[src/rtl/sv39_pkg.sv]
package sv39_pkg;
	localparam int STORE_WORDS_DEF = 4096;
	localparam int PPN_W = 44;
	localparam int PA_W = 56;
	localparam int CFG_W = 44;
	localparam int CFG_IDX_W = 3;

	localparam logic [2:0] CFG_XLATE_ON = 3'd0;
	localparam logic [2:0] CFG_ROOT_PPN = 3'd1;
	localparam logic [2:0] CFG_CUR_PRIV = 3'd2;
	localparam logic [2:0] CFG_MPRV = 3'd3;
	localparam logic [2:0] CFG_PREV_PRIV = 3'd4;
	localparam logic [2:0] CFG_SUM = 3'd5;
	localparam logic [2:0] CFG_MXR = 3'd6;

	localparam logic [1:0] ST_DIRECT = 2'd0;
	localparam logic [1:0] ST_XLATE = 2'd1;
	localparam logic [1:0] ST_FAULT = 2'd2;

	localparam logic [1:0] KIND_LOAD = 2'd0;
	localparam logic [1:0] KIND_STORE = 2'd1;
	localparam logic [1:0] KIND_FETCH = 2'd2;

	localparam logic OP_WRITE = 1'b0;
	localparam logic OP_XLATE = 1'b1;

	// classified job handed from front to back
	typedef struct packed {
		logic        is_write;
		logic        walk;      // 0: result already known (direct or fault)
		logic [1:0]  status;
		logic [1:0]  kind;
		logic [1:0]  priv;
		logic [38:0] va;
		logic [11:0] widx;
		logic [63:0] wdata;
	} job_t;

	typedef struct packed {
		logic        sum;
		logic        mxr;
		logic [43:0] root_ppn;
	} cfg_t;
endpackage

[src/rtl/sv39_fifo.sv]
module sv39_fifo (
	input  logic           clk,
	input  logic           arst_n,
	input  logic           in_valid,
	output logic           in_ready,
	input  sv39_pkg::job_t in_job,
	output logic           out_valid,
	input  logic           out_ready,
	output sv39_pkg::job_t out_job
);
	import sv39_pkg::*;

	job_t       slot_q [2];
	logic       wp_q, rp_q;
	logic [1:0] cnt_q;
	logic       push, pop;

	assign in_ready = (cnt_q != 2'd2);
	assign out_valid = (cnt_q != 2'd0);
	assign out_job = slot_q[rp_q];
	assign push = in_valid && in_ready;
	assign pop = out_valid && out_ready;

	// store item in the free slot
	always_ff @(posedge clk) begin
		if (push) slot_q[wp_q] <= in_job;
	end

	// advance pointers and count
	always_ff @(posedge clk or negedge arst_n) begin
		if (!arst_n) begin
			wp_q <= 1'b0; rp_q <= 1'b0; cnt_q <= 2'd0;
		end else begin
			if (push) wp_q <= ~wp_q;
			if (pop) rp_q <= ~rp_q;
			cnt_q <= cnt_q + {1'b0, push} - {1'b0, pop};
		end
	end
endmodule

[config.mk]
export PLATFORM = sky130hd
export DESIGN_NAME = sv39_fifo
export DESIGN_NICKNAME = d
export VERILOG_FILES = /design/src/rtl/sv39_pkg.sv /design/src/rtl/sv39_fifo.sv
export SDC_FILE = /design/constraint.sdc
export NUM_CORES = 1
export LEC_CHECK = 0
export ABC_AREA = 1
export BUFFER_PORTS_ARGS = -buffer_cell sky130_fd_sc_hd__buf_2
export CAP_MARGIN = 0
export CORE_MARGIN = 2
export CORE_UTILIZATION = 34
export CTS_BUF_LIST = sky130_fd_sc_hd__clkbuf_8
export DETAILED_ROUTE_END_ITERATION = 8
export PLACE_DENSITY = 0.58
export RECOVER_POWER = 50
export SLEW_MARGIN = 20
export SYNTH_ARGS = -nofsm -noshare
export SYNTH_HDL_FRONTEND = slang
export SYNTH_SLANG_ARGS = --single-unit
[constraint.sdc]
create_clock -name clk -period 6.3 [get_ports clk]
set_input_delay 0.63 -clock clk [delete_from_list [all_inputs] [get_ports clk]]
set_output_delay 0.63 -clock clk [all_outputs]
set_load 0.005 [all_outputs]
==> results.yml, run 1 <==
outcome:
  violations: "max-capacitance violations, max-slew violations"
  status: "finished, violations left"
die:
  die_x_um: 168.4
  die-height_um: 168.4
  fp-row-count: 60
  dieArea_um2: 28370
  io_pins: 252
  initial_core_util_pct: 34.39
  core-area_um2: 26730
yosys:
  synth_xor_area_share_pct: 0
  synth_commonest_cells: "382 x nand2_1, 246 x edfxtp_1, 17 x buf_2"
  yosys.area.top_type: "edfxtp_1"
  synth_most_common_cell: "nand2_1"
  synth_edf_count: 246
  syn_avg_cell_area_um2: 13.64
  synth_area_leaders: "edfxtp_1 80%, nand2_1 16%, dfrtp_1 1.1%"
  yosys.area_share.simple_pct: 15.80
  yosys_warnings: 0
  ys_seq_area_share_pct: 81.46
  syn_area_um2: 9191
  synth_cells: 674
  yosysTopAreaCellShare_pct: 80.37
  synth_seq_cells: 250
  async_flop_share_pct: 1.600
  synth_top_family_by_area: "simple AND/OR/NAND/NOR gates"
  synthFlopType: "edfxtp_1"
  synth.net_count: 803
  muxShareOfSynthArea_pct: 0
  synth-adder-area-share_pct: 0.2723
  synth_compound_area_share_pct: 0
  synth.distinct_cells: 11
clock_tree:
  cts_max_level: 2
  tritoncts: "built"
  cts_buffer_depth: 3
  clock-sinks: 250
  cts-resized-gates: 0
  root_buffer: "clkbuf_8"
  clk_latency_ps: 530
  cts.clk_slew.worst_paths_ps: 60
  cts_made_buffers: 44
timing:
  setup_viol: 0
  fin_crit_sh_pct: 65.73
  fin_skew_ps: 16.42
  worst_hold_slack_ps: 284.2
  tightestPinTransition_ps: 2467
  period_needed_ps: 4141
  finalHoldViolCount: 0
  setup_tns_ps: 0
  rsz0062_at_grt: "false"
  relSlewSlack_pct: -65.36
  maxSlewViolCount: 53
  fmax_mhz: 241.5
placed_design:
  placed_area_um2: 10740
  portBuffers: 251
  dp_hpwl_mm: 12.00
  place_congestion: 0.7341
  placed_cells: 1244
route:
  drt_wl_total_mm: 19.92
  drtIter0Drc: 288
  drc: 0
  routedWlPerCell_um: 15.05
  dr.pass1.iters: 4
  avgViaCountPerCell: 4.390
  vias: 5808
  ant_nets: 0
worst_setup_path:
  critPathArrivalTime_ps: 4250
  startpoint_type: "flip-flop"
  critical_path_required_ps: 6410
  cp_max_fo: 72
  crit_path_end_kind: "flip-flop"
  crit_type: "reg -> reg"
power:
  vdd_drop_max_v: 0.0002128
  leakagePower_nw: 4.899
  p_total_mw: 5.328
  p_per_area_nw_per_um2: 460.8
global_route:
  grt_pass1_wl_mm: 30.14
  grt-ovfl-total: 0
  antenna_found_initial: 5
  grt_max_degree: 77
  grt_usage_pct: 13.65
  grt_pass1_vias: 5621
job:
  maxCapViolations: 1
layout:
  fin_cells: 1323
  drive_gt1_share_pct: 26.12
  fin_nets: 1080
  syn2layout_area_growth_pct: 25.80
  design_area_um2: 11560
hold_path:
  hp-class: "in -> reg"
-- registers in the layout, indices dropped and copies added (netlist names) --
name,flops
cnt_q,2
rp_q,1
slot_q,246
wp_q,1
-- cell usage in the layout, fill, tap and decap left out, drive strengths merged --
| master | Yosys | routed |
|---|---|---|
| buf | 27 | 198 |
| nand3 | 3 | 3 |
| bufinv | 0 | 3 |
| inv | 9 | 23 |
| diode | 0 | 2 |
| dlygate4sd3 | 0 | 1 |
| edfxtp | 246 | 246 |
| nor2 | 1 | 1 |
| clkbuf | 0 | 109 |
| nand2 | 382 | 382 |
| clkinv | 0 | 7 |
| dfrtp | 4 | 4 |
| clkinvlp | 0 | 1 |
| ha | 2 | 2 |
-- critical path, cell delays in order (launching register included) --
cell	delay, ps
dfrtp_1	370
inv_1	70
nand2_1	80
nand3_1	110
clkinvlp_2	1850
buf_4	1110
-- path summary, 6_finish.rpt --
path	start	end	slack (ps)	cells past startpoint
min reg2reg	wp_q	wp_q	480	2
max in group asynchronous	arst_n	rp_q	5560	2
max	cnt_q[0]	slot_q[0][95]	2160	5
min in group asynchronous	arst_n	cnt_q[0]	520	2
min	in_job[46]	slot_q[1][46]	280	1
max reg2reg	cnt_q[0]	slot_q[0][95]	2160	5
-- stage by stage --
| stage | setup WS (ps) | util (%) |
|---|---|---|
| 2_1_floorplan | 1944 | - |
| 3_3_place_gp | 3127 | 40.17 |
| 3_5_place_dp | 3098 | 40.17 |
| 4_1_cts | 2522 | 43.43 |
| 5_1_grt | 1687 | 43.25 |
| 6_report | 2159 | 43.26 |
-- timing repair --
action                    4_1_cts  5_1_grt
hold buffers                    1        0
hold endpoints to repair        4        0
buffers inserted                0        0
-- logic make-up after synthesis --
logic type | count (synthesis)
buf+inv | 36
fa+ha+maj | 2
simple gates | 386
flops | 250
-- metal layers --
metal	global-route usage, %	up-vias	routed length (um)
met2	22.17	206	9427
met1	16.77	2717	8418
met5	0	-	44
met3	4.984	45	1579
li1	-	2834	-
met4	5.022	6	446
-- cell type report --
cell class,count,area [um^2]
antenna,2,5.005
clock buffer,50,688.2
clock inverter,25,173.9
fill,2569,15160
inverter,9,37.54
multi-input combinational,388,1485
sequential,250,7491
tap,341,426.7
timing repair buffer,258,1255
-- power by group --
group          switching (mW)  leakage, nW  internal [mW]
logic                   0.932         2.07          0.513
registers               0.143         2.34           2.28
clock network           0.618        0.495          0.840
total                    1.69         4.90           3.63
Note: power is estimated with default switching activity, not from simulation.
==> inputs of run 2 (changes only) <==
Clock period 6.3 ns to 3.36 ns, I/O delays scaled along.
==> run 2 against run 1 <==
Effect of this change:
- final area up 9.8%
- first-iteration DRC count down 1.7%
- hold slack worse by 210 ps
- the flow still finishes with violations (max-capacitance violations, max-slew violations)
- sequential power up 87%
- die area unchanged
- final cell count up 9.4%
- count of clock-buffer cells in the layout down 5
- critical path depth unchanged
- combinational power up 99%
- non-clock buffer count up 125
==> results.yml, run 2 (same netlist as run 1, synthesis figures left out) <==
outcome:
  status: "finished, violations left"
  violations: "max-capacitance violations, max-slew violations"
global_route:
  grt_pass1_wl_mm: 32.37
  grt_pass1_vias: 6438
  grt_max_degree: 66
  grt-ovfl-total: 0
  antenna_found_initial: 1
  grt_usage_pct: 14.45
placed_design:
  placed_area_um2: 10810
  portBuffers: 251
  dp_hpwl_mm: 12.22
  place_congestion: 0.7328
  detailedPlace.worstSlack_ps: 1057
die:
  io_pins: 252
  fp-row-count: 60
  initial_core_util_pct: 34.39
  core-area_um2: 26730
  dieArea_um2: 28370
  die-height_um: 168.4
  die_x_um: 168.4
timing:
  worst_hold_slack_ps: 76.70
  finalHoldViolCount: 0
  relSlewSlack_pct: -18.28
  setup_tns_ps: 0
  setup_viol: 0
  fmax_mhz: 352.3
  fin_skew_ps: 11.54
  layout_setup_ws_ps: 521.9
  period_needed_ps: 2838
  tightestPinTransition_ps: 1774
  rsz0062_at_grt: "false"
  maxSlewViolCount: 128
  fin_crit_sh_pct: 84.47
clock_tree:
  clk_latency_ps: 530
  cts_made_buffers: 43
  cts-resized-gates: 0
  cts_buffer_depth: 3
  cts_max_level: 2
  postCtsSetupBuffers: 0
  root_buffer: "clkbuf_8"
  clock-sinks: 250
  cts.clk_slew.worst_paths_ps: 60
  tritoncts: "built"
power:
  p_seq_share_pct: 45.9
  p_sw_share_pct: 32.56
  p_sw_mw: 3.216
  p_per_area_nw_per_um2: 778.2
  leakagePower_nw: 5.316
  p_total_mw: 9.875
  vdd_drop_max_v: 0.0004199
  p_comb_share_pct: 29.3
  internal_power_mw: 6.659
  p_clk_share_pct: 24.8
worst_setup_path:
  crit_path_end_kind: "primary output"
  critPathArrivalTime_ps: 2500
  critical_path_required_ps: 3020
  crit_type: "reg -> out"
  startpoint_type: "flip-flop"
  cp_max_fo: 58
layout:
  top_regs: "slot_q (246), cnt_q (2)"
  drive_gt1_share_pct: 21.36
  top_register: "slot_q"
  final_cell_mix: "382 x nand2_1, 246 x edfxtp_1, 171 x buf_2"
  syn2layout_area_growth_pct: 38.06
  largest_reg_flops: 246
  final_common_cell: "nand2_1"
  fin_nets: 1204
  design_area_um2: 12690
route:
  avgViaCountPerCell: 4.334
  ant_nets: 0
  vias: 6272
  drc: 0
  drtIter0Drc: 283
  dr.max_layer_used: "met4"
  dr_wl_met2_mm: 10.27
  dr_wl_met3_mm: 1.652
  drt_wl_total_mm: 20.72
  drt-met1-wl_mm: 8.277
  routedWlPerCell_um: 14.32
  dr.pass1.iters: 4
job:
  maxCapViolations: 2
hold_path:
  hp-class: "in -> reg"
run 2: routing by layer:
| metal | track usage, % | vias to the layer above |
|---|---|---|
| met5 | 0 | - |
| met4 | 5.097 | 0 |
| met3 | 4.819 | 51 |
| met2 | 25.66 | 207 |
| met1 | 16.27 | 2931 |
| li1 | - | 3083 |
run 2: cell type report:
type / instances / area, um^2
diodes: 1 / 2.502
clock buffers: 45 / 619.3
clock inverters: 30 / 142.6
fillers: 2432 / 14040
inverters: 9 / 40.04
multi-input cells: 388 / 1485
flip-flops and latches: 250 / 7491
well taps: 341 / 426.7
repair buffers: 383 / 2482
run 2: timing repair:
item,in CTS,in global routing
hold endpoints to repair,250,0
hold buffers,124,0
endpoints found under the setup margin,0,0
run 2: critical path, cell delays in order, from the launching register on:
cell     delay (ps)
dfrtp_4         710
inv_4           610
buf_12          290
nand2_1          70
nand2_1          90
buf_2           120
run 2: final timing paths:
kind,from,to,slack (ps),cells past startpoint
min reg2reg,wp_q,wp_q,490,2
max reg2reg,cnt_q[1],slot_q[1][113],870,4
max,rp_q,out_job[92],520,5
min,out_ready,rp_q,80,3
min in group asynchronous,arst_n,cnt_q[0],230,2
max in group asynchronous,arst_n,rp_q,2920,2
run 2: metrics by stage:
stage / instances / util, %
finish: 1447 / 47.48
global placement: 1247 / 40.44
global route: 1446 / 47.47
CTS: 1446 / 47.94
detailed placement: 1247 / 40.44
floorplan: 674 / -
run 2: power groups by stage:
stage          clock network (mW)  logic [mW]  registers [mW]
2_1_floorplan                   0        1.65            4.47
3_3_place_gp                    0        2.85            4.56
3_5_place_dp                    0        2.87            4.58
4_1_cts                      2.53        3.00            4.52
5_1_grt                      2.68        3.28            4.61
6_report                     2.45        2.89            4.53
