File: src/rtl/sv39_pkg.sv
package sv39_pkg;
	localparam int STORE_WORDS_DEF = 4096;
	localparam int PPN_W = 44;
	localparam int PA_W = 56;
	localparam int CFG_W = 44;
	localparam int CFG_IDX_W = 3;

	localparam logic [2:0] CFG_XLATE_ON = 3'd0;
	localparam logic [2:0] CFG_ROOT_PPN = 3'd1;
	localparam logic [2:0] CFG_CUR_PRIV = 3'd2;
	localparam logic [2:0] CFG_MPRV = 3'd3;
	localparam logic [2:0] CFG_PREV_PRIV = 3'd4;
	localparam logic [2:0] CFG_SUM = 3'd5;
	localparam logic [2:0] CFG_MXR = 3'd6;

	localparam logic [1:0] ST_DIRECT = 2'd0;
	localparam logic [1:0] ST_XLATE = 2'd1;
	localparam logic [1:0] ST_FAULT = 2'd2;

	localparam logic [1:0] KIND_LOAD = 2'd0;
	localparam logic [1:0] KIND_STORE = 2'd1;
	localparam logic [1:0] KIND_FETCH = 2'd2;

	localparam logic OP_WRITE = 1'b0;
	localparam logic OP_XLATE = 1'b1;

	// classified job handed from front to back
	typedef struct packed {
		logic        is_write;
		logic        walk;      // 0: result already known (direct or fault)
		logic [1:0]  status;
		logic [1:0]  kind;
		logic [1:0]  priv;
		logic [38:0] va;
		logic [11:0] widx;
		logic [63:0] wdata;
	} job_t;

	typedef struct packed {
		logic        sum;
		logic        mxr;
		logic [43:0] root_ppn;
	} cfg_t;
endpackage

File: src/rtl/sv39_if.sv
interface sv39_in_if;
	logic        valid;
	logic        ready;
	logic        opcode;
	logic [63:0] virt_addr;
	logic [1:0]  access_kind;
	logic [11:0] word_index;
	logic [63:0] word_data;
	modport source(output valid, opcode, virt_addr, access_kind, word_index, word_data,
		input ready);
	modport sink(input valid, opcode, virt_addr, access_kind, word_index, word_data,
		output ready);
endinterface


File: src/rtl/sv39_front.sv
module sv39_front (
	input  logic                   clk,
	input  logic                   arst_n,
	sv39_in_if.sink                in_ch,
	input  logic                   cfg_we,
	input  logic [2:0]             cfg_index,
	input  logic [43:0]            cfg_data,
	output sv39_pkg::cfg_t         cfg,
	output logic                   job_valid,
	input  logic                   job_ready,
	output sv39_pkg::job_t         job
);
	import sv39_pkg::*;

	logic        xlate_on_q, mprv_q, sum_q, mxr_q;
	logic [1:0]  cur_priv_q, prev_priv_q;
	logic [43:0] root_q;
	logic [1:0]  kind, priv;
	logic [25:0] top;

	// hold configuration registers
	always_ff @(posedge clk or negedge arst_n) begin
		if (!arst_n) begin
			xlate_on_q <= 1'b0; root_q <= '0; cur_priv_q <= 2'd3;
			mprv_q <= 1'b0; prev_priv_q <= 2'd0; sum_q <= 1'b0; mxr_q <= 1'b0;
		end else if (cfg_we) begin
			case (cfg_index)
				CFG_XLATE_ON:  xlate_on_q <= cfg_data[0];
				CFG_ROOT_PPN:  root_q <= cfg_data;
				CFG_CUR_PRIV:  cur_priv_q <= cfg_data[1:0];
				CFG_MPRV:      mprv_q <= cfg_data[0];
				CFG_PREV_PRIV: prev_priv_q <= cfg_data[1:0];
				CFG_SUM:       sum_q <= cfg_data[0];
				CFG_MXR:       mxr_q <= cfg_data[0];
				default: ;
			endcase
		end
	end

	assign cfg = '{sum: sum_q, mxr: mxr_q, root_ppn: root_q};

	// classify: direct, non-canonical fault, or walk
	always_comb begin
		kind = (in_ch.access_kind == 2'd3) ? KIND_LOAD : in_ch.access_kind;
		priv = (kind != KIND_FETCH && mprv_q) ? prev_priv_q : cur_priv_q;
		top = in_ch.virt_addr[63:38];
		job.is_write = (in_ch.opcode == OP_WRITE);
		job.kind = kind;
		job.priv = priv;
		job.va = in_ch.virt_addr[38:0];
		job.widx = in_ch.word_index;
		job.wdata = in_ch.word_data;
		job.walk = 1'b0;
		job.status = ST_DIRECT;
		if (xlate_on_q && !priv[1]) begin
			if (top != '0 && top != '1) job.status = ST_FAULT;
			else job.walk = 1'b1;
		end
	end

	assign job_valid = in_ch.valid;
	assign in_ch.ready = job_ready;
endmodule

File: src/flat_wrapper.sv
// flat-port wrapper written by rule: the top's interface ports become plain ports
module sv39_front_flat import sv39_pkg::*;
  (clk, arst_n, cfg_we, cfg_index, cfg_data, cfg, job_valid, job_ready, job, in_ch_valid, in_ch_opcode, in_ch_virt_addr, in_ch_access_kind, in_ch_word_index, in_ch_word_data, in_ch_ready);
  sv39_in_if in_ch_i ();
  input  logic clk;
  input  logic arst_n;
  input  logic cfg_we;
  input  logic [2:0] cfg_index;
  input  logic [43:0] cfg_data;
  output sv39_pkg::cfg_t cfg;
  output logic job_valid;
  input  logic job_ready;
  output sv39_pkg::job_t job;
  input wire logic [$bits(in_ch_i.valid)-1:0] in_ch_valid;
  input wire logic [$bits(in_ch_i.opcode)-1:0] in_ch_opcode;
  input wire logic [$bits(in_ch_i.virt_addr)-1:0] in_ch_virt_addr;
  input wire logic [$bits(in_ch_i.access_kind)-1:0] in_ch_access_kind;
  input wire logic [$bits(in_ch_i.word_index)-1:0] in_ch_word_index;
  input wire logic [$bits(in_ch_i.word_data)-1:0] in_ch_word_data;
  output wire logic [$bits(in_ch_i.ready)-1:0] in_ch_ready;
  assign in_ch_i.valid = in_ch_valid;
  assign in_ch_i.opcode = in_ch_opcode;
  assign in_ch_i.virt_addr = in_ch_virt_addr;
  assign in_ch_i.access_kind = in_ch_access_kind;
  assign in_ch_i.word_index = in_ch_word_index;
  assign in_ch_i.word_data = in_ch_word_data;
  assign in_ch_ready = in_ch_i.ready;
  sv39_front u_core (.clk(clk), .arst_n(arst_n), .in_ch(in_ch_i), .cfg_we(cfg_we), .cfg_index(cfg_index), .cfg_data(cfg_data), .cfg(cfg), .job_valid(job_valid), .job_ready(job_ready), .job(job));
endmodule
File: config.mk
export PLATFORM = sky130hd
export DESIGN_NAME = sv39_front_flat
export DESIGN_NICKNAME = d
export VERILOG_FILES = /design/src/rtl/sv39_pkg.sv /design/src/rtl/sv39_if.sv /design/src/rtl/sv39_front.sv /design/src/flat_wrapper.sv
export SDC_FILE = /design/constraint.sdc
export NUM_CORES = 1
export LEC_CHECK = 0
export BUFFER_PORTS_ARGS = -buffer_cell sky130_fd_sc_hd__clkbuf_2
export CAP_MARGIN = 20
export CORE_AREA = 2 2 144 146
export CTS_BUF_LIST = sky130_fd_sc_hd__clkbuf_16
export DETAILED_ROUTE_END_ITERATION = 6
export DIE_AREA = 0 0 146 148
export SLEW_MARGIN = 40
export SYNTH_ARGS = -nofsm -noshare
export SYNTH_HDL_FRONTEND = slang
export SYNTH_SLANG_ARGS = --single-unit
File: constraint.sdc
create_clock -name clk -period 1.3 [get_ports clk]
set_input_delay 0.065 -clock clk [delete_from_list [all_inputs] [get_ports clk]]
set_output_delay 0.065 -clock clk [all_outputs]
set_load 0.05 [all_outputs]
==> impl_metrics.json, run 1 <==
{
  "status": "complete, but fails checks",
  "violations": "negative setup slack",
  "clock-sinks": 52,
  "setup_viol": 4,
  "drt_iter0_drc": 41,
  "worst-setup-path-type": "flop to output port",
  "fin_crit_sh_pct": 123,
  "vias": 2131,
  "syn-num-nets": 463,
  "synth_compound_area_share_pct": 0.445,
  "area_delta_synth_final_pct": 27.2,
  "synth_seq_area_share_pct": 42.2,
  "power_density_nw_per_um2": 1550,
  "reg2reg_from": "u_core.mprv_q",
  "final_nets": 534,
  "clock_latency_ps": 290,
  "p_leak_nw": 1.81,
  "io_pins": 366,
  "die_x_um": 146,
  "synthAdderAreaFrac_pct": 0,
  "wl_met2_um": 6710,
  "ys_ff_latch": 52,
  "synth.distinct_cells": 21,
  "grt_use_total_pct": 11.6,
  "worst_ep_arrival_time_ps": 1530,
  "hpwl_um": 11400,
  "worst_setup_path_start_kind": "flop",
  "n_antenna_cell": 0,
  "crit_fanout": 3,
  "avgRoutedWirePerCell_um": 21.8,
  "dp_slack_ps": -212,
  "cp.required_ps": 1240,
  "final_max_slew_viol_count": 0,
  "cts_tree": "built",
  "crit_start": "u_core.mprv_q",
  "synth_warnings": 0,
  "ys.flop_type": "dfrtp_1",
  "ys_async_sr_fraction_pct": 100,
  "synth_cells": 268,
  "die_area_um2": 21600,
  "start_util_pct": 15.4,
  "irDropWorstVdd_mv": 1.16,
  "met1_length_um": 2670,
  "die_y_um": 148,
  "place.port_buffers": 132,
  "ant_nets": 0,
  "tns_ps": -840,
  "clock_skew_ps": 0,
  "cp-end-kind": "output port",
  "syn_area_um2": 3090,
  "setup_slack_ps": -295,
  "via_per_inst": 3.49,
  "yosys.area_share.simple_pct": 7.09,
  "wl_um": 13300,
  "synthMuxAreaShare_pct": 19.3,
  "drc": 0,
  "hp-class": "primary input to flop",
  "hold_viol": 0,
  "gp_congestion": 0.727,
  "antenna_found_initial": 0,
  "grt_max_degree": 45,
  "root_buffer": "clkbuf_16",
  "synth_xor_area_share_pct": 0,
  "min_period_ps": 1590,
  "top_layer_used": "met4",
  "core_area_um2": 20000,
  "path_clk_slew_ps": 70,
  "rsz0062_at_grt": "yes",
  "synth_top_family_by_area": "buffers and inverters",
  "avgSynthCellArea_um2": 11.5,
  "r2r_setup_slack_ps": 300,
  "post_route_cells_drive_above_1_share_pct": 63.8,
  "max_freq_mhz": 627,
  "clockBufferDepth": 2,
  "grt_first_pass_wirelength_um": 17700,
  "synth-edff-count": 0,
  "min_from": "cfg_data[9]",
  "post-place-cells": 560,
  "firstDrtPassIters": 4,
  "grt_pass1_vias": 2343,
  "drv_cap": 0,
  "overflow": 0,
  "num_rows": 52,
  "htree_levels": 2,
  "fin_cells": 610,
  "cts_buffers": 5,
  "met3_length_um": 3830
}
sequential cells by signal (all words and copies together), names as in the netlist:
signal and cells:
u_core.sum_q 1, u_core.prev_priv_q 2, u_core.xlate_on_q 1, u_core.mxr_q 1, u_core.root_q 44, u_core.mprv_q 1
u_core.cur_priv_q 2
power breakdown:
part           total (W)  switching [W]  internal, W  leakage, nW
Sequential       0.00217       0.000186      0.00198        0.621
Combinational    0.00256        0.00172     0.000835         1.11
Clock            0.00138       0.000647     0.000733       0.0748
Total            0.00611        0.00256      0.00355         1.81
worst paths after layout:
path | end | cells past startpoint
worst max-delay path | job[120] | 4
worst min-delay path | u_core.root_q[9] | 2
worst max register to register | u_core.mprv_q | 3
worst min register to register | u_core.root_q[33] | 1
max in group asynchronous | u_core.root_q[33] | 3
min in group asynchronous | u_core.root_q[2] | 2
kinds of logic (layout without fill, tap and decap cells):
kind of cell,Yosys count,after routing
other,1,1
buffers and inverters,126,198
multiplexers,53,53
AO/OA/AOI/OAI,2,2
AND/OR/NAND/NOR,34,34
flip-flops,52,52
cells in the final DEF, fill, tap and decap left out, types with 2 or more instances in the layout:
cell | synthesis | routed
buf_8 | 0 | 2
nand4_1 | 7 | 7
mux2_2 | 53 | 51
nor3_1 | 4 | 3
clkbuf_2 | 0 | 128
nor4_1 | 7 | 7
dlygate4sd3_1 | 0 | 39
dfstp_2 | 2 | 2
buf_12 | 0 | 3
nor3b_4 | 1 | 2
nand4b_1 | 2 | 2
inv_1 | 2 | 2
buf_4 | 120 | 15
dfrtp_1 | 50 | 50
clkbuf_16 | 0 | 6
nand2_1 | 4 | 4
mux2_4 | 0 | 2
inv_6 | 0 | 2
nor2_1 | 2 | 2
cells in the mapped netlist, types with 2 or more instances:
library cell / instances / area (µm²)
buf_4: 120 / 901
mux2_2: 53 / 597
dfrtp_1: 50 / 1250
nand4_1: 7 / 43.8
nor4_1: 7 / 43.8
buf_6: 4 / 45.0
nand2_1: 4 / 15.0
nor3_1: 4 / 20.0
dfstp_2: 2 / 52.6
inv_1: 2 / 7.51
nand4b_1: 2 / 17.5
nor2_1: 2 / 7.51
nor2b_1: 2 / 12.5
nor3b_1: 2 / 15.0
critical path, stage by stage, from the launching register on:
cell and delay (ps):
dfrtp_1 380, nand2b_1 110, mux2_4 350, nor3b_4 230
buf_8 170
area by class of cell:
class | count | area, µm²
flip-flops and latches | 52 | 1300
multi-input cells | 90 | 871
repair buffers | 188 | 1260
fillers | 2224 | 16100
clock buffers | 5 | 125
clock inverters | 3 | 26.3
inverters | 2 | 7.51
well taps | 270 | 338
through the flow:
step | hold WS [ps] | total power [W] | instance area, µm² | util, %
after global routing | 8.56 | 0.00639 | 3930 | 19.6
after detailed placement | -3.28 | 0.00454 | 3320 | 16.6
after CTS | 0.0541 | 0.00616 | 3920 | 19.6
final | 6.95 | 0.00611 | 3930 | 19.6
after global placement | -4.65 | 0.00452 | 3320 | 16.6
after floorplan | -231 | 0.00485 | 3120 | -
layer usage:
layer / GRT usage, % / up-vias
met4: 2.04 / 0
met2: 21.0 / 253
li1: - / 928
met3: 15.0 / 6
met5: 0 / -
met1: 6.73 / 944
timing repair:
item                       in CTS  in global routing
buffers inserted                3                  1
hold endpoints to repair       63                  0
gates resized for setup         8                  2
setup endpoints to repair       4                  4
pin swaps                       2                  1
hold buffers                   39                  0
Note: power is estimated with default switching activity, not from simulation.
==> run 2: changes to the inputs <==
- CORE_AREA: 2 2 144 146 -> 2 2 141 143
- DIE_AREA: 0 0 146 148 -> 0 0 143 145
- SKIP_LAST_GASP: not set -> 1
==> impl_metrics.json, run 2 (same netlist as run 1, synthesis figures left out) <==
{
  "status": "complete, but fails checks",
  "violations": "negative setup slack",
  "ant_nets": 0,
  "hold_viol": 0,
  "max_freq_mhz": 633,
  "die_area_um2": 20700,
  "start_util_pct": 16.1,
  "clockBufferDepth": 2,
  "tightest_slew_ps": 554,
  "crit_fanout": 3,
  "reg_top3": "u_core.root_q (44), u_core.cur_priv_q (2), u_core.prev_priv_q (2)",
  "worst_setup_path_start_kind": "flop",
  "fin_crit_sh_pct": 122,
  "switchingPower_w": 0.00250,
  "largest_register": "u_core.root_q",
  "largest_reg_flops": 44,
  "final_cell_mix": "128 x clkbuf_2, 51 x mux2_2, 50 x dfrtp_1",
  "n_antenna_cell": 0,
  "cts_tree": "built",
  "die_x_um": 143,
  "grt_max_degree": 45,
  "slew_headroom_pct": 63.1,
  "p_leak_nw": 1.75,
  "place.port_buffers": 132,
  "mostFrequentLayoutCell": "clkbuf_2",
  "min_period_ps": 1580,
  "cts_buffers": 5,
  "setup_slack_ps": -280,
  "clock-sinks": 52,
  "combPwrFrac_pct": 39.6,
  "firstDrtPassIters": 4,
  "io_pins": 366,
  "final_max_slew_viol_count": 0,
  "stdcell_area_um2": 3790,
  "num_rows": 51,
  "hpwl_um": 12100,
  "clockPowerShare_pct": 26.5,
  "avgRoutedWirePerCell_um": 23.8,
  "grt_use_total_pct": 12.7,
  "grt_pass1_vias": 2275,
  "wl_um": 13900,
  "core_area_um2": 19200,
  "die_y_um": 145,
  "grt_first_pass_wirelength_um": 18000,
  "area_delta_synth_final_pct": 22.7,
  "drt_iter0_drc": 52,
  "cp.required_ps": 1240,
  "clock_latency_ps": 290,
  "swShare_pct": 39.2,
  "worst-setup-path-type": "flop to output port",
  "overflow": 0,
  "hp-class": "primary input to flop",
  "power_frac_seq_pct": 33.9,
  "irDropWorstVdd_mv": 1.08,
  "vias": 2098,
  "placed_cell_area_um2": 3290,
  "root_buffer": "clkbuf_16",
  "via_per_inst": 3.58,
  "antenna_found_initial": 0,
  "drv_cap": 0,
  "clock_skew_ps": 0,
  "final_nets": 516,
  "drc": 0,
  "cp-end-kind": "output port",
  "gp_congestion": 0.691,
  "setup_viol": 4,
  "path_clk_slew_ps": 70,
  "fin_util_pct": 19.7,
  "worst_ep_arrival_time_ps": 1520,
  "intPower_w": 0.00388,
  "post_route_cells_drive_above_1_share_pct": 66.0,
  "power_density_nw_per_um2": 1680,
  "rsz0062_at_grt": "yes",
  "htree_levels": 2
}
-- run 2: cell types whose count changed in the layout (fill, tap and decap cells not counted) --
| cell | previous run | this run |
|---|---|---|
| clkbuf_16 | 6 | 7 |
| buf_4 | 15 | 11 |
| buf_12 | 3 | 2 |
| dlygate4sd3_1 | 39 | 25 |
| clkinv_4 | 1 | 0 |
| bufinv_16 | 0 | 2 |
| inv_6 | 2 | 0 |
-- run 2: final timing paths --
| path | startpoint | cells past startpoint | slack, ps | endpoint |
|---|---|---|---|---|
| min in group asynchronous | arst_n | 2 | 310 | u_core.root_q[8] |
| max | u_core.mprv_q | 4 | -280 | job[120] |
| min | cfg_data[21] | 2 | 8 | u_core.root_q[21] |
| min reg2reg | u_core.root_q[26] | 1 | 510 | u_core.root_q[26] |
| max in group asynchronous | arst_n | 3 | 450 | u_core.root_q[31] |
| max reg2reg | u_core.root_q[12] | 1 | 520 | u_core.root_q[12] |
-- run 2: critical path, cell delays in order, from the launching register on --
cell      delay (ps)
dfrtp_1          380
nand2b_1         120
mux2_4           350
nor3b_4          200
buf_8            170
-- run 2: what timing repair did --
item	in CTS	in global routing
cloned	0	0
setup endpoints to repair	4	4
pin swaps	2	0
gates resized for setup	11	2
hold buffers	25	0
endpoints found under the hold margin	37	0
buffers inserted	1	0
-- run 2: cell type report --
cell class | instances | area [µm²]
fill | 2073 | 15400
multi-input combinational | 90 | 871
sequential | 52 | 1300
clock inverter | 2 | 60.1
clock buffer | 5 | 125
inverter | 2 | 7.51
timing repair buffer | 170 | 1090
tap | 265 | 332
-- run 2: power groups by stage --
stage               Combinational [W]  Sequential [W]  Clock, W
floorplan                     0.00160         0.00325         0
global placement              0.00234         0.00219         0
detailed placement            0.00236         0.00219         0
CTS                           0.00254         0.00217   0.00175
global route                  0.00264         0.00221   0.00183
finish                        0.00252         0.00217   0.00169
-- run 2: through the flow --
step	setup slack [ps]	power, W	TNS, ps	hold WS [ps]	cells
6_report	-280	0.00638	-881	7.71	586
5_1_grt	-339	0.00668	-1110	1.65	586
4_1_cts	-304	0.00646	-963	0.972	586
3_5_place_dp	-163	0.00455	-2190	90.3	553
3_3_place_gp	-166	0.00453	-1780	93.6	553
2_1_floorplan	-277	0.00485	-530	-231	268
-- run 2: metal layers --
metal,global-route usage (%),share of wire [%]
met2,20.6,45
met3,16.4,30
met5,1.25,0
met1,8.74,24
met4,2.57,1.2
==> run 3: changes to the inputs <==
- GPL_TIMING_DRIVEN: not set -> 0
- clock period: 1.3 -> 2.05 ns (I/O delays scaled with it)
==> impl_metrics.json, run 3 (same netlist as run 1, synthesis figures left out) <==
{
  "cpLargestDelayFamily": "flip-flops",
  "fin_crit_sh_pct": 83.3,
  "core_area_um2": 19200,
  "rsz0062_at_grt": "no",
  "post-place-cells": 782,
  "avgRoutedWirePerCell_um": 17.2,
  "power_frac_seq_pct": 30.4,
  "switchingPower_w": 0.00207,
  "io_pins": 366,
  "intPower_w": 0.00245,
  "firstDrtPassIters": 4,
  "combPwrFrac_pct": 48.9,
  "mostFrequentLayoutCell": "clkbuf_2",
  "reg_top3": "u_core.root_q (44), u_core.cur_priv_q (2), u_core.prev_priv_q (2)",
  "power_density_nw_per_um2": 927,
  "grt_pass1_vias": 2785,
  "worst-setup-path-type": "flop to output port",
  "max_stage_delay_ps": 380,
  "tightest_slew_ps": 564,
  "grt_max_degree": 32,
  "holdPathEnd": "u_core.root_q[3]",
  "hold_viol": 0,
  "largest_register": "u_core.root_q",
  "die_area_um2": 20700,
  "whs_path_depth": 2,
  "irDropWorstVdd_mv": 0.670,
  "path_clk_slew_ps": 70,
  "setup_slack_ps": 343,
  "antenna_found_initial": 6,
  "min_period_ps": 1710,
  "r2r_end": "u_core.root_q[40]",
  "start_util_pct": 16.1,
  "reg2reg_from": "u_core.root_q[40]",
  "cp_num_buf_inv": 1,
  "die_y_um": 145,
  "ant_nets": 0,
  "crit_slowest_cell": "dfrtp_1",
  "p_leak_nw": 2.62,
  "overflow": 0,
  "final_cell_mix": "247 x clkbuf_2, 120 x buf_4, 53 x mux2_2",
  "fin_cells": 791,
  "max_freq_mhz": 586,
  "hp-class": "primary input to flop",
  "path_cells": "nand2b_1 > mux2_2 > nor3_2 > clkbuf_2",
  "clock_latency_ps": 290,
  "drt_iter0_drc": 31,
  "place.port_buffers": 248,
  "r2r_setup_slack_ps": 1280,
  "clock_skew_ps": 0,
  "area_delta_synth_final_pct": 57.6,
  "die_x_um": 143,
  "final_nets": 720,
  "min_from": "cfg_data[3]",
  "swShare_pct": 45.8,
  "fin_util_pct": 25.4,
  "via_per_inst": 3.52,
  "clockPowerShare_pct": 20.7,
  "drc": 0,
  "clockBufferDepth": 2,
  "largest_reg_flops": 44,
  "hpwl_um": 12100,
  "cts_tree": "built",
  "grt_use_total_pct": 12.2,
  "num_rows": 51,
  "setup_viol": 0,
  "gp_congestion": 0.756,
  "drv_cap": 0,
  "worst_setup_path_start_kind": "flop",
  "timing.reg2reg.worst_path_depth": 1,
  "crit_fanout": 3,
  "htree_levels": 2,
  "post_route_cells_drive_above_1_share_pct": 83.5,
  "dp_slack_ps": 363,
  "status": "finished, final reports clean",
  "clock-sinks": 52,
  "vias": 2782,
  "wl_um": 13600,
  "n_antenna_cell": 0,
  "final_max_slew_viol_count": 0,
  "cts_buffers": 5,
  "grt_first_pass_wirelength_um": 18200,
  "root_buffer": "clkbuf_16",
  "crit_start": "u_core.mprv_q",
  "worst_ep_arrival_time_ps": 1600,
  "cp-end-kind": "output port",
  "slew_headroom_pct": 62.4,
  "cp.required_ps": 1950
}
## run 3: changes by cell type in the layout (fill, tap and decap cells not counted), moves of 4 or more
cell	delta
clkbuf_2	+119
buf_4	+109
dlygate4sd3_1	-24
buf_6	+4
## run 3: worst max-delay path by stage
stage	endpoint	slack (ps)	cells after the start
2_1_floorplan	job[120]	-20	4
3_3_place_gp	u_core.root_q[22]	370	5
3_5_place_dp	u_core.root_q[40]	360	5
4_1_cts	job[121]	310	4
5_1_grt	job[120]	210	4
6_report	job[121]	340	4
## run 3: power groups by stage
stage	Combinational (W)	Sequential (W)	Clock, W
floorplan	0.000998	0.00206	0
global placement	0.00222	0.00139	0
detailed placement	0.00223	0.00139	0
CTS	0.00223	0.00138	0.000978
global route	0.00230	0.00141	0.00102
finish	0.00221	0.00137	0.000936
## run 3: layout make-up
| class | count | area [µm²] |
|---|---|---|
| Fill cell | 2049 | 14300 |
| Sequential cell | 52 | 1300 |
| Timing Repair Buffer | 250 | 1270 |
| Buffer | 124 | 946 |
| Multi-Input combinational cell | 90 | 846 |
| Tap cell | 265 | 332 |
| Clock buffer | 5 | 125 |
| Clock inverter | 3 | 37.5 |
| Inverter | 2 | 7.51 |
## run 3: timing repair
item / 4_1_cts / 5_1_grt
gates resized for setup: 0 / 0
endpoints found under the hold margin: 21 / 0
hold buffers: 1 / 0
setup buffers: 0 / 0
## run 3: metal layers
metal  share of wire (%)  vias to the layer above  global-route usage (%)
li1                    -                     1296                       -
met1                  38                     1285                    13.9
met2                  49                      176                    21.6
met3                  12                       15                    5.08
met4                0.73                       10                    1.78
met5                0.47                        -                       0
## run 3: through the flow
stage               hold slack, ps  power (W)  TNS (ps)  cell area (µm²)
floorplan                     -193    0.00306     -27.4             3100
global placement               334    0.00360         0             4680
detailed placement            45.3    0.00362         0             4700
CTS                           27.8    0.00459         0             4870
global route                  28.5    0.00473         0             4870
finish                        38.6    0.00451         0             4870
